File: config.mk
export PLATFORM = sky130hd
export DESIGN_NAME = pft_match
export DESIGN_NICKNAME = d
export VERILOG_FILES = /design/src/design/pft_pkg.sv /design/src/design/pft_match.sv
export SDC_FILE = /design/constraint.sdc
export NUM_CORES = 1
export LEC_CHECK = 0
export BUFFER_PORTS_ARGS = -buffer_cell sky130_fd_sc_hd__buf_2
export CAP_MARGIN = 20
export CORE_AREA = 8 8 126 128
export DETAILED_ROUTE_END_ITERATION = 10
export DIE_AREA = 0 0 134 136
export GPL_TIMING_DRIVEN = 1
export PLACE_DENSITY_LB_ADDON = 0.15
export SYNTH_ARGS = -nofsm -noshare
export SYNTH_HDL_FRONTEND = slang
export SYNTH_SLANG_ARGS = --single-unit
File: constraint.sdc
create_clock -name vclk -period 9.15
set_clock_uncertainty 0.1 [all_clocks]
set_input_delay 1.83 -clock vclk [all_inputs]
set_output_delay 1.83 -clock vclk [all_outputs]
set_load 0.01 [all_outputs]
File: src/design/pft_pkg.sv
// Shared types, codes and helpers for the prefix filter table.
// No dependencies; every other file of the block uses this package.
package pft_pkg;

    // Default number of table entries
    localparam int unsigned TABLE_DEPTH_DEFAULT = 64;

    // Address and length limits
    localparam int unsigned ADDR_W   = 128;
    localparam logic [7:0]  V4_MAX_LEN = 8'd32;
    localparam logic [7:0]  V6_MAX_LEN = 8'd128;

    // Operation codes carried by an input item
    typedef enum logic [1:0] {
        FUNC_ADD_FILTER = 2'd0,
        FUNC_ADD_ASSERT = 2'd1,
        FUNC_QUERY      = 2'd2,
        FUNC_COMMIT     = 2'd3
    } func_t;

    // Result status codes
    typedef enum logic [1:0] {
        STATUS_OK       = 2'd0,
        STATUS_CONFLICT = 2'd1,
        STATUS_FULL     = 2'd2
    } status_t;

    // Control sequencer states
    typedef enum logic [1:0] {
        ST_IDLE   = 2'd0,
        ST_SCAN   = 2'd1,
        ST_DRAIN  = 2'd2,
        ST_FINISH = 2'd3
    } state_t;

    // Per-entry flags and stored prefix length
    typedef struct packed {
        logic [7:0] pfx_len;
        logic       is_assert;
        logic       is_ipv6;
        logic       has_prefix;
        logic       has_asn;
    } meta_t;

    // One stored table entry
    typedef struct packed {
        logic [31:0] asn;
        logic [63:0] addr_high;
        logic [63:0] addr_low;
        meta_t       meta;
    } entry_t;

    // Limit a prefix length to the width of its address family
    function automatic logic [7:0] clamp_len(input logic [7:0] len, input logic v6);
        logic [7:0] lim;
        lim = v6 ? V6_MAX_LEN : V4_MAX_LEN;
        return (len > lim) ? lim : len;
    endfunction

endpackage

File: src/design/pft_match.sv
// Compare one stored entry against the held item: prefix overlap for adds,
// filter match for queries. Depends on pft_pkg.
module pft_match (
    input  pft_pkg::entry_t  entry,
    input  pft_pkg::func_t   func,
    input  logic [31:0]      asn,
    input  logic             is_ipv6,
    input  logic [63:0]      addr_high,
    input  logic [63:0]      addr_low,
    input  logic [7:0]       pfx_len,
    output logic             hit
);

    logic [7:0]                   elen;
    logic [7:0]                   qlen;
    logic [7:0]                   mlen;
    logic                         same_family;
    logic [pft_pkg::ADDR_W-1:0]   mask;
    logic                         bits_eq;
    logic                         covered;
    logic                         asn_eq;

    // Build the mask of the shorter prefix and compare leading bits
    always_comb
    begin
        elen        = pft_pkg::clamp_len(entry.meta.pfx_len, entry.meta.is_ipv6);
        qlen        = pft_pkg::clamp_len(pfx_len, is_ipv6);
        mlen        = (elen <= qlen) ? elen : qlen;
        same_family = (entry.meta.is_ipv6 == is_ipv6);
        mask        = ~({pft_pkg::ADDR_W{1'b1}} >> mlen);
        bits_eq     = ((({entry.addr_high, entry.addr_low} ^ {addr_high, addr_low})
                        & mask) == '0);
        covered     = same_family && (elen <= qlen) && bits_eq;
        asn_eq      = (entry.asn == asn);
    end

    // Select the rule for the operation in progress
    always_comb
    begin
        if (func == pft_pkg::FUNC_QUERY)
        begin
            if (entry.meta.is_assert)
                hit = 1'b0;
            else if (entry.meta.has_asn && entry.meta.has_prefix)
                hit = asn_eq && covered;
            else if (entry.meta.has_asn)
                hit = asn_eq;
            else if (entry.meta.has_prefix)
                hit = covered;
            else
                hit = 1'b0;
        end
        else
        begin
            // Overlap in either direction counts as a conflict
            hit = entry.meta.has_prefix && same_family && bits_eq;
        end
    end

endmodule
==> results of run 1 <==
cell type report:
cell class                 instances  area [um2]  area share (%)
multi-input combinational        645        4430            62.7
antenna                            1        2.50          0.0354
timing repair buffer             420        2340            33.1
inverter                          16        60.1           0.850
tap                              184         230            3.26
metrics by stage:
step	power, W	setup slack, ns	std cells	cell area, um2
3_3_place_gp	0.000619	0.469	1265	7060
4_1_cts	0.000618	0.363	1265	7060
3_5_place_dp	0.000616	0.385	1265	7060
5_1_grt	0.000672	0.0184	1266	7070
2_1_floorplan	0.000308	1.08	692	4630
6_report	0.000634	0.352	1266	7070
cells in the final DEF (no fill, tap or decap), drive strengths merged, types with 9 or more instances in the layout:
| master | instances |
|---|---|
| a21oi | 63 |
| a31oi | 17 |
| and2 | 9 |
| buf | 420 |
| ha | 12 |
| inv | 15 |
| mux2i | 21 |
| nand2 | 43 |
| nand3 | 21 |
| nand4 | 22 |
| nor2 | 58 |
| nor3 | 15 |
| nor4 | 17 |
| o21ai | 57 |
| o22ai | 11 |
| xnor2 | 70 |
| xor2 | 94 |
worst max-delay path by stage:
stage / startpoint / endpoint / slack [ns] / depth (start not counted)
2_1_floorplan: entry[2] / hit / 1.08 / 22
3_3_place_gp: entry[2] / hit / 0.47 / 22
3_5_place_dp: entry[2] / hit / 0.39 / 22
4_1_cts: entry[2] / hit / 0.36 / 22
5_1_grt: entry[6] / hit / 0.02 / 22
6_report: entry[6] / hit / 0.35 / 21
logic make-up (layout without fill, tap and decap cells):
| family | Yosys count | count (layout) | synth area share (%) |
|---|---|---|---|
| and+or+nand+nor | 229 | 229 | 26.5 |
| AOI/OAI and AO/OA | 213 | 213 | 28.9 |
| xor gates and xnor gates | 164 | 164 | 31.0 |
| buffers and inverters | 47 | 436 | 4.32 |
| muxes | 27 | 27 | 6.00 |
| adders and majority gates | 12 | 12 | 3.24 |
| other | 0 | 1 | 0 |
per-layer routing:
metal | vias up | part of all wire (%)
li1 | 3340 | -
met1 | 3237 | 36
met2 | 463 | 48
met3 | 98 | 10
met4 | 0 | 5.1
met5 | - | 0
power by group:
| group | leakage (nW) | switching, W | total, W | internal (W) |
|---|---|---|---|---|
| registers | 0 | 0 | 0 | 0 |
| logic | 3.32 | 0.000357 | 0.000634 | 0.000277 |
| clock network | 0.00000634 | 0 | 0.0000000000147 | 0.0000000000147 |
worst max-delay path, stage by stage:
cell	delay, ns
buf_2	0.19
or4_4	0.58
nor4_4	0.29
nor2_1	0.11
mux2i_1	0.25
inv_1	0.07
ha_1	0.31
nand4_1	0.14
o21ai_2	0.27
and2_2	0.25
buf_12	0.16
buf_4	0.16
nor2_1	0.05
nor2_1	0.40
buf_4	0.21
a31oi_1	0.13
nor4_1	0.25
nand4_1	0.13
or4_1	0.55
o31ai_2	0.29
buf_2	0.21
==> results list, run 1 <==
* Quantity of gates resized following cts: 0
- The tool flagged a number of max-cap violations equal to 0.
- I/O Buffers: 344
- After floorplanning, the core was sized to cover 0.0140 mm2.
- Counting distinct cell types in the post-synthesis netlist gives 71.
- Across every metal layer, demand over resource in global routing totals 31.5%.
- Leakage dissipation: 3.32 nW
- Startpoint of the lowest-slack hold path: entry[3]
* CTS Hold Bufs: 0
- Global-route wire length before repair: 44100 um
* Die Width: 134 um
* Via count of the routed design: 7138
- Result of the run: complete, no violations
- Detailed-route wire length: 30600 um
- Instance count along the most critical hold path: 5
- Fraction of met1 tracks used by global routing: 35.3%
* Violation count after the first detailed-route iteration: 669
- Total grt overflow: 0
- In the routed design, unresolved DRC markers number 0.
- By instance count, the leading cell after synthesis is xor2_1.
- Critical setup path kind: input port to output pin
- The via count of the first global-routing pass was 7358.
- Entering global routing, the biggest net connects 20 pins.
* Startpoint kind of the worst setup timing path: input port
* Setup repair after global routing missed its margin: no
* Commonest cells in the netlist: xor2_1, xnor2_1, a21oi_1, nor2_1, o21ai_0
- Gate Count Post-Synth: 692
- Pwr dens: 89.7 mW/mm2
- Total setup violations reported at the end of the flow: 0
- Fraction of final layout cells with drive strength greater than 1: 41.3%
- In this run the vertical extent of the chip is 136 um.
- Total of warnings raised by yosys: 0
- Across the whole layout, storage elements account for 0 um2.
* WHS Endpoint: hit
* Min-Delay Path Class: input port to output pin
* Cell Area, Synth: 0.00463 mm2
* Number of clock-tree buffers in the layout: 0
- Buffers added to address setup during post-CTS repair amount to 0.
* Met3 track demand over resource: 8.02%
- Dividing the final minimum period by the clock period gives 96.1%.
* Post-route worst hold slack: 4.06 ns
- Worst supply voltage drop on vdd: 0.0337 mV
* Die area: 0.0182 mm2
- At the end of routability-driven placement, the weighted congestion stood at 1.06.
- Area growth from synthesis to layout: 52.7%
* Initial core utilization: 33.0%
- Net count of the finished layout: 1438
* Synth top area share: 17.8%
* Busiest grt layer: met2
* Net count after synthesis: 1047
- Post-Syn Area per Cell: 6.69 um2
- By area the synthesized netlist is led by xor2_1, xnor2_1, a21oi_1.
- In the final timing run, aggregate negative setup slack is 0 ns.
- Met2 demand-to-capacity share in global routing: 54.5%
- Average routed wire per standard cell: 24.2 um
- After layout, the minimum clock period comes to 8.80 ns.
- The HPWL after detailed placement is 26800 um.
- The initial antenna violation count came to 1.
* Largest area contributor in the netlist: xor2_1
* Number of slew-limit violations in the final report: 0
- After detailed routing, the number of vias per cell comes to 5.64.
- Sequential fraction of the synthesis area: 0%
- The filler cells instantiated in the layout total 1538.
* Critical Path RT: 7.22 ns
- Crit path DAT: 6.87 ns
* Number of hold-slack violations in the final timing report: 0
- Total number of placement rows: 44
* Worst slew margin relative to its limit: 35.0%
- 344 I/O pins were placed.
* Number of flip-flops and latches: 0
- Static timing analysis puts the maximum clock frequency at 0.114 GHz.
- STA classifies the critical path endpoint as an output pin.
* Detailed-router iteration count before antenna repair: 5
- Cells fill 50.4% of the core in the end.
* Final ANT Viol Nets: 0
* Crit path max fanout: 16
- Pin slew with the least headroom to its limit: 0.966 ns
No activity file was read; power rests on OpenSTA's default activity.
==> run 2, diff against run 1 <==
Settings changed: CORE_AREA 8 8 126 128 to 8 8 127 129, DIE_AREA 0 0 134 136 to 0 0 135 137.
Clock period 9.15 ns to 10.15 ns, I/O delays scaled along.
==> run 2 against run 1 <==
Effect of this change: sequential share of layout area unchanged; total power decreased by 17%; non-clock buffer count decreased by 38; worst setup slack better by 0.26 ns; largest power group unchanged; routed wire length shrank 2.2%; sequential cell count unchanged.
==> results list, run 2 (synthesis results as in run 1) <==
- Result of the run: complete, no violations
- The die is 135 um wide.
- Number of slew-limit violations in the final report: 0
* Initial core utilization: 32.6%
- Max Cap Violations: 0
- Along the worst path, the maximum fanout reaches 19.
- Routability-driven placement finished with a final weighted congestion of 1.00.
- Total number of placement rows: 44
* Number of hold-slack violations in the final timing report: 0
- The initial antenna violation count is 4.
- Worst slew margin relative to its limit: 35.7%
- The first detailed-routing pass ran for 5 iterations.
- Critical setup path kind: input port to output pin
- Half-perimeter wire length of the detailed placement result: 26200 um
* Number of flip-flops and latches: 0
- Dividing the detail-routed wire length by the instance count gives 24.3 um.
* Via count of the routed design: 6921
- IR analysis of the VDD net gives a maximum drop of 0.0425 mV.
- Global-route usage over all layers: 30.3%
- Cells with a size suffix above 1 make up 39.1% of the layout.
* I/O pin count: 344
- The worst path uses 93.9% of the clock period.
- In this run switching power makes up 58.7% of total power.
- For this run, design rule violations remaining after detail routing come to 0.
- Max frequency: 0.105 GHz
- Leakage dissipation: 3.13 nW
* Setup repair after global routing missed its margin: no
- Cell internal power was estimated by the tool at 0.000219 W.
- Cell chain of the critical path: buf_2 -> or4_4 -> nor4_4 -> nor2_1 -> mux2i_1 -> inv_1 -> ha_1 -> nand4_1 -> o21ai_2 -> and2_2 -> buf_4 -> buf_4 -> mux2_2 -> o21ai_0 -> o21ai_0 -> nor3_1 -> nand4_1 -> or4_1 -> o31ai_2 -> buf_2
* Total grt overflow: 0
* Die Ht: 137 um
- Post-route worst hold slack: 4.49 ns
- The die covers 0.0185 mm2.
- Flip-flop and latch area: 0 um2
* Area growth from synthesis to layout: 46.0%
- Summing all placed instances gives a cell area of 0.00674 mm2.
* Finished Core Util: 47.6%
* Number of clock-tree buffers in the layout: 0
* Global-route wire length before repair: 43000 um
- The total area inside the core boundary comes to 0.0142 mm2.
- The via count of the first global-routing pass came to 7284.
* Detailed-route wire length: 29900 um
- For this design the total switching power over the nets is 0.000311 W.
- Once detail routing completed, the nets flagged for antenna violations numbered 0.
- Portion of total power attributed to combinational logic: 100.0%
* Crit path DAT: 7.40 ns
- Total setup violations reported at the end of the flow: 0
- Net count of the finished layout: 1400
* Violation count after the first detailed-route iteration: 628
* Slowest cell on crit path: or4_4
- I/O Buffers: 344
- Post-layout power: 0.000529 W
- The worst setup path is captured at an output pin.
* CTS Hold Bufs: 0
- Number of buffers inserted to repair setup after CTS: 0
- For this run, the slowest stage of the critical path takes 0.59 ns.
- Entering global routing, the biggest net connects 43 pins.
* Startpoint kind of the worst setup timing path: input port
- Power spread over the standard cell area amounts to 78.3 mW/mm2.
- Leading cell type in the layout, fill and taps excluded: buf_2
- Clk pwr share: 0%
- Via density per instance: 5.63
* Final sum of negative setup slack: 0 ns
* Final design instance area without fill: 0.00676 mm2
- Of the total power, registers draw 0%.
- Pin slew with the least headroom to its limit: 0.955 ns
* Critical Path RT: 8.02 ns
- The min-delay analysis places its worst path in the category input port to output pin.
* Post-layout min period: 9.53 ns
* Highest-count cells in the layout ignoring fill and taps: buf_2, xor2_1, xnor2_1, a21oi_1, nor2_1
run 2: cell types whose count changed in the layout (fill, tap and decap cells not counted), sizes merged:
cell and change:
diode +2, buf -38
run 2: power groups by stage:
stage | clock, W | sequential, W | combinational (W)
3_3_place_gp | 0 | 0 | 0.000515
3_5_place_dp | 0 | 0 | 0.000513
4_1_cts | 0 | 0 | 0.000515
2_1_floorplan | 0 | 0 | 0.000278
5_1_grt | 0.0000000000396 | 0 | 0.000561
6_report | 0.0000000000396 | 0 | 0.000529
run 2: cell type report:
type / count / area [um2]
multi-input combinational: 645 / 4440
tap: 184 / 230
timing repair buffer: 382 / 2020
inverter: 16 / 60.1
fill: 1593 / 7440
antenna: 3 / 7.51
run 2: metrics by stage:
step,worst slack [ns],cells
4_1_cts,0.600,1227
2_1_floorplan,1.68,692
3_3_place_gp,0.764,1227
6_report,0.617,1230
3_5_place_dp,0.596,1227
5_1_grt,0.245,1230
run 2: path summary, 6_finish.rpt:
check,from,to,slack (ns),cells past startpoint
min,entry[3],hit,4.49,5
max,entry[6],hit,0.62,20
run 2: critical path: cells and delay by family:
kind	cells	cell delay, ns
AO/OA/AOI/OAI	4	0.90
adder cells (fa/ha/maj)	1	0.31
AND/OR/NAND/NOR	8	2.72
buffers and inverters	5	0.83
multiplexers	2	0.60
run 2: per-layer routing:
metal	global-route usage (%)	up-vias	wire (um)
li1	-	3271	-
met2	53.7	444	15000
met3	7.75	79	3090
met1	34.5	3125	10900
met5	0	-	13
met4	10.1	2	960
run 2: timing repair:
item | in CTS | in global routing
endpoints found under the hold margin | 0 | 0
gates resized for setup | 0 | 1
endpoints found under the setup margin | 0 | 1
==> run 3, diff against run 2 <==
Settings changed: ABC_AREA set to 1, CORE_AREA 8 8 127 129 to 8 8 126 128, DIE_AREA 0 0 135 137 to 0 0 134 136.
==> run 3 against run 2 <==
Effect of this change: die area shrank 1.5%; combinational power grew 22%; first-iteration DRC count shrank 24%; sequential cell count is the same; final cell count grew 10%; hold slack lost 0.12 ns; via count shrank 6.9%; final area shrank 5.8%; core utilization shrank 2.2 points; non-clock buffer count shrank 37; worst setup slack gained 0.88 ns.
==> results list, run 3 <==
- Result of the run: complete, no violations
* Area fraction in compound gates after synthesis: 4.84%
- Via density per instance: 4.74
* Synth area leaders: nand2_1, xor2_1, xnor2_1
- Post-synthesis cell type count: 36
- 344 I/O pins were placed.
- CP endpoint kind: output pin
- In the layout the commonest cells are buf_2, nand2_1, xor2_1, nor2_1, nand3_1.
* Number of flip-flops and latches: 0
- Summing internal, switching and leakage power gives 0.000647 W.
- By area, the combinational part of the netlist is dominated by simple AND/OR/NAND/NOR gates.
- The tool flagged a number of max-cap violations equal to 0.
* CP delay by family, top: simple AND/OR/NAND/NOR gates
- Maximum number of pins on one net before global-route repair: 34
- Instance count along the most critical hold path: 5
- Flip-flop and latch area: 0 um2
* Share of synthesized area spent on multiplexers: 0%
- STA puts the critical path data arrival time at 6.52 ns.
- Of the post-synthesis cell area, the dominant cell type holds 27.0%.
* Global-route wire length before repair: 34800 um
- Total number of placement rows: 44
* Die Ht: 136 um
- Post-route worst hold slack: 4.36 ns
- Cells fill 45.4% of the core in the end.
- Critical path's largest stage delay: 0.60 ns
- Simple-gate share of the synthesized area: 53.2%
- Detailed routing placed a total of 2060 um of wire on met3.
- In this run the remaining antenna-violating nets after routing total 0.
- The number of nets in the synthesized netlist is 1199.
* Fraction of final layout cells with drive strength greater than 1: 33.4%
* Post-Syn Area per Cell: 5.36 um2
- Pwr dens: 102 mW/mm2
* Number of clock-tree buffers in the layout: 0
- Pin slew with the least headroom to its limit: 0.824 ns
- Derived from the worst setup path, the maximum achievable clock frequency is 0.116 GHz.
- Worst supply voltage drop on vdd: 0.0489 mV
- In the detailed route, the total length drawn on met2 is 11400 um.
- Of the total synthesized cell area, the portion taken by XOR and XNOR cells is 30.0%.
- Uppermost signal routing layer after detailed routing: met4
- Total of warnings raised by yosys: 0
- After synthesis, flip-flops and latches occupy 0% of the total area.
- STA classifies the critical path startpoint as an input port.
- Setup violations remaining at the end of the flow were counted as 0.
- Quantity of gates resized following cts: 0
- Wires add up to 22800 um.
- Sum of routed wire segments on met1: 9060 um
- Measured against its own limit, the worst slew margin works out to 44.9%.
- Number of hold-slack violations in the final timing report: 0
* Largest area contributor in the netlist: nand2_1
* Final sum of negative setup slack: 0 ns
- Hold repair after CTS inserted 0 buffers.
* Die Width: 134 um
- Slowest cell on crit path: nor2_4
* Via count of the routed design: 6442
- Global routing consumed, over all layers together, 23.7% of the routing resources.
- The total area inside the core boundary comes to 0.0140 mm2.
- For this run, the detailed router's first-pass iteration total came to 5.
- For the worst setup path, the data required time is 8.02 ns.
- Vias in the first global route: 6610
- Initial core utilization: 32.2%
- The worst hold path begins at entry[1].
- The mapped netlist covers 0.00453 mm2.
- Routability-driven placement finished with a final weighted congestion of 0.922.
* Min-Delay Path Class: input port to output pin
* Number of slew-limit violations in the final report: 0
- The number of setup buffers added after CTS is 0.
* Average routed wire per standard cell: 16.8 um
- Critical setup path kind: input port to output pin
- The die covers 0.0182 mm2.
- After the last flow step, the layout net total stands at 1530.
* Setup repair after global routing missed its margin: no
- Commonest cells in the netlist: nand2_1, xor2_1, nor2_1, nand3_1, inv_1
- The initial antenna violation count was 1.
- Violation count after the first detailed-route iteration: 477
* Post-layout min period: 8.65 ns
- Gate Count Post-Synth: 844
- Along the worst path, the maximum fanout reaches 33.
- Buffers placed on the I/O ports in this run total 344.
- Summing the areas of all fa, ha and maj instances in the mapped netlist gives 3.32% of the synthesized area.
* DRC viols: 0
- Counting both buffers and inverters, the worst setup path holds a total of 4.
- Most used standard cell by instance count after synthesis: nand2_1
- The worst path uses 85.3% of the clock period.
- Leaving out fill and tap cells, the most frequent cell in the layout is buf_2.
* Leakage dissipation: 3.73 nW
- Global routing finished with a remaining overflow of 0.
- Most prevalent standard cell on the critical path: nand2_1
* WHS Endpoint: hit
- Relative to the synthesized area, the layout overhead comes to 40.7%.
- Half-perimeter wire length of the detailed placement result: 20400 um
[run 3: cells by family (layout without fill, tap and decap cells)]
logic type / count (synthesis) / count (layout)
buffers and inverters: 89 / 418
xor gates and xnor gates: 155 / 155
AOI/OAI and AO/OA: 39 / 39
other: 0 / 1
adders and majority gates: 12 / 12
and+or+nand+nor: 549 / 549
[run 3: where the power goes]
| part | total [W] | switching, W | leakage [nW] | internal [W] |
|---|---|---|---|---|
| sequential | 0 | 0 | 0 | 0 |
| combinational | 0.000647 | 0.000432 | 3.73 | 0.000215 |
| clock | 0.0000000000132 | 0 | 0.00000634 | 0.0000000000132 |
[run 3: stage by stage]
step / cell area (um2) / cells / worst slack [ns]
3_5_place_dp: 6370 / 1357 / 1.53
2_1_floorplan: 4530 / 844 / 2.92
5_1_grt: 6370 / 1358 / 0.937
4_1_cts: 6370 / 1357 / 1.52
6_report: 6370 / 1358 / 1.50
3_3_place_gp: 6370 / 1357 / 1.65
[run 3: final cells by class]
type	count	area [um2]
multi-input combinational	755	4130
tap	184	230
inverter	73	274
timing repair buffer	345	1730
antenna	1	2.50
fill	1632	7670
[run 3: worst max-delay path by stage]
stage	startpoint	end	slack, ns	cells after the start
6_report	entry[2]	hit	1.50	31
5_1_grt	entry[2]	hit	0.94	32
3_5_place_dp	entry[2]	hit	1.53	31
4_1_cts	entry[2]	hit	1.52	31
2_1_floorplan	entry[2]	hit	2.92	32
3_3_place_gp	entry[2]	hit	1.65	29
[run 3: metal layers]
metal | vias up | track usage [%]
li1 | 3303 | -
met1 | 2774 | 28.9
met2 | 341 | 43.0
met3 | 24 | 4.14
met4 | 0 | 4.24
met5 | - | 0
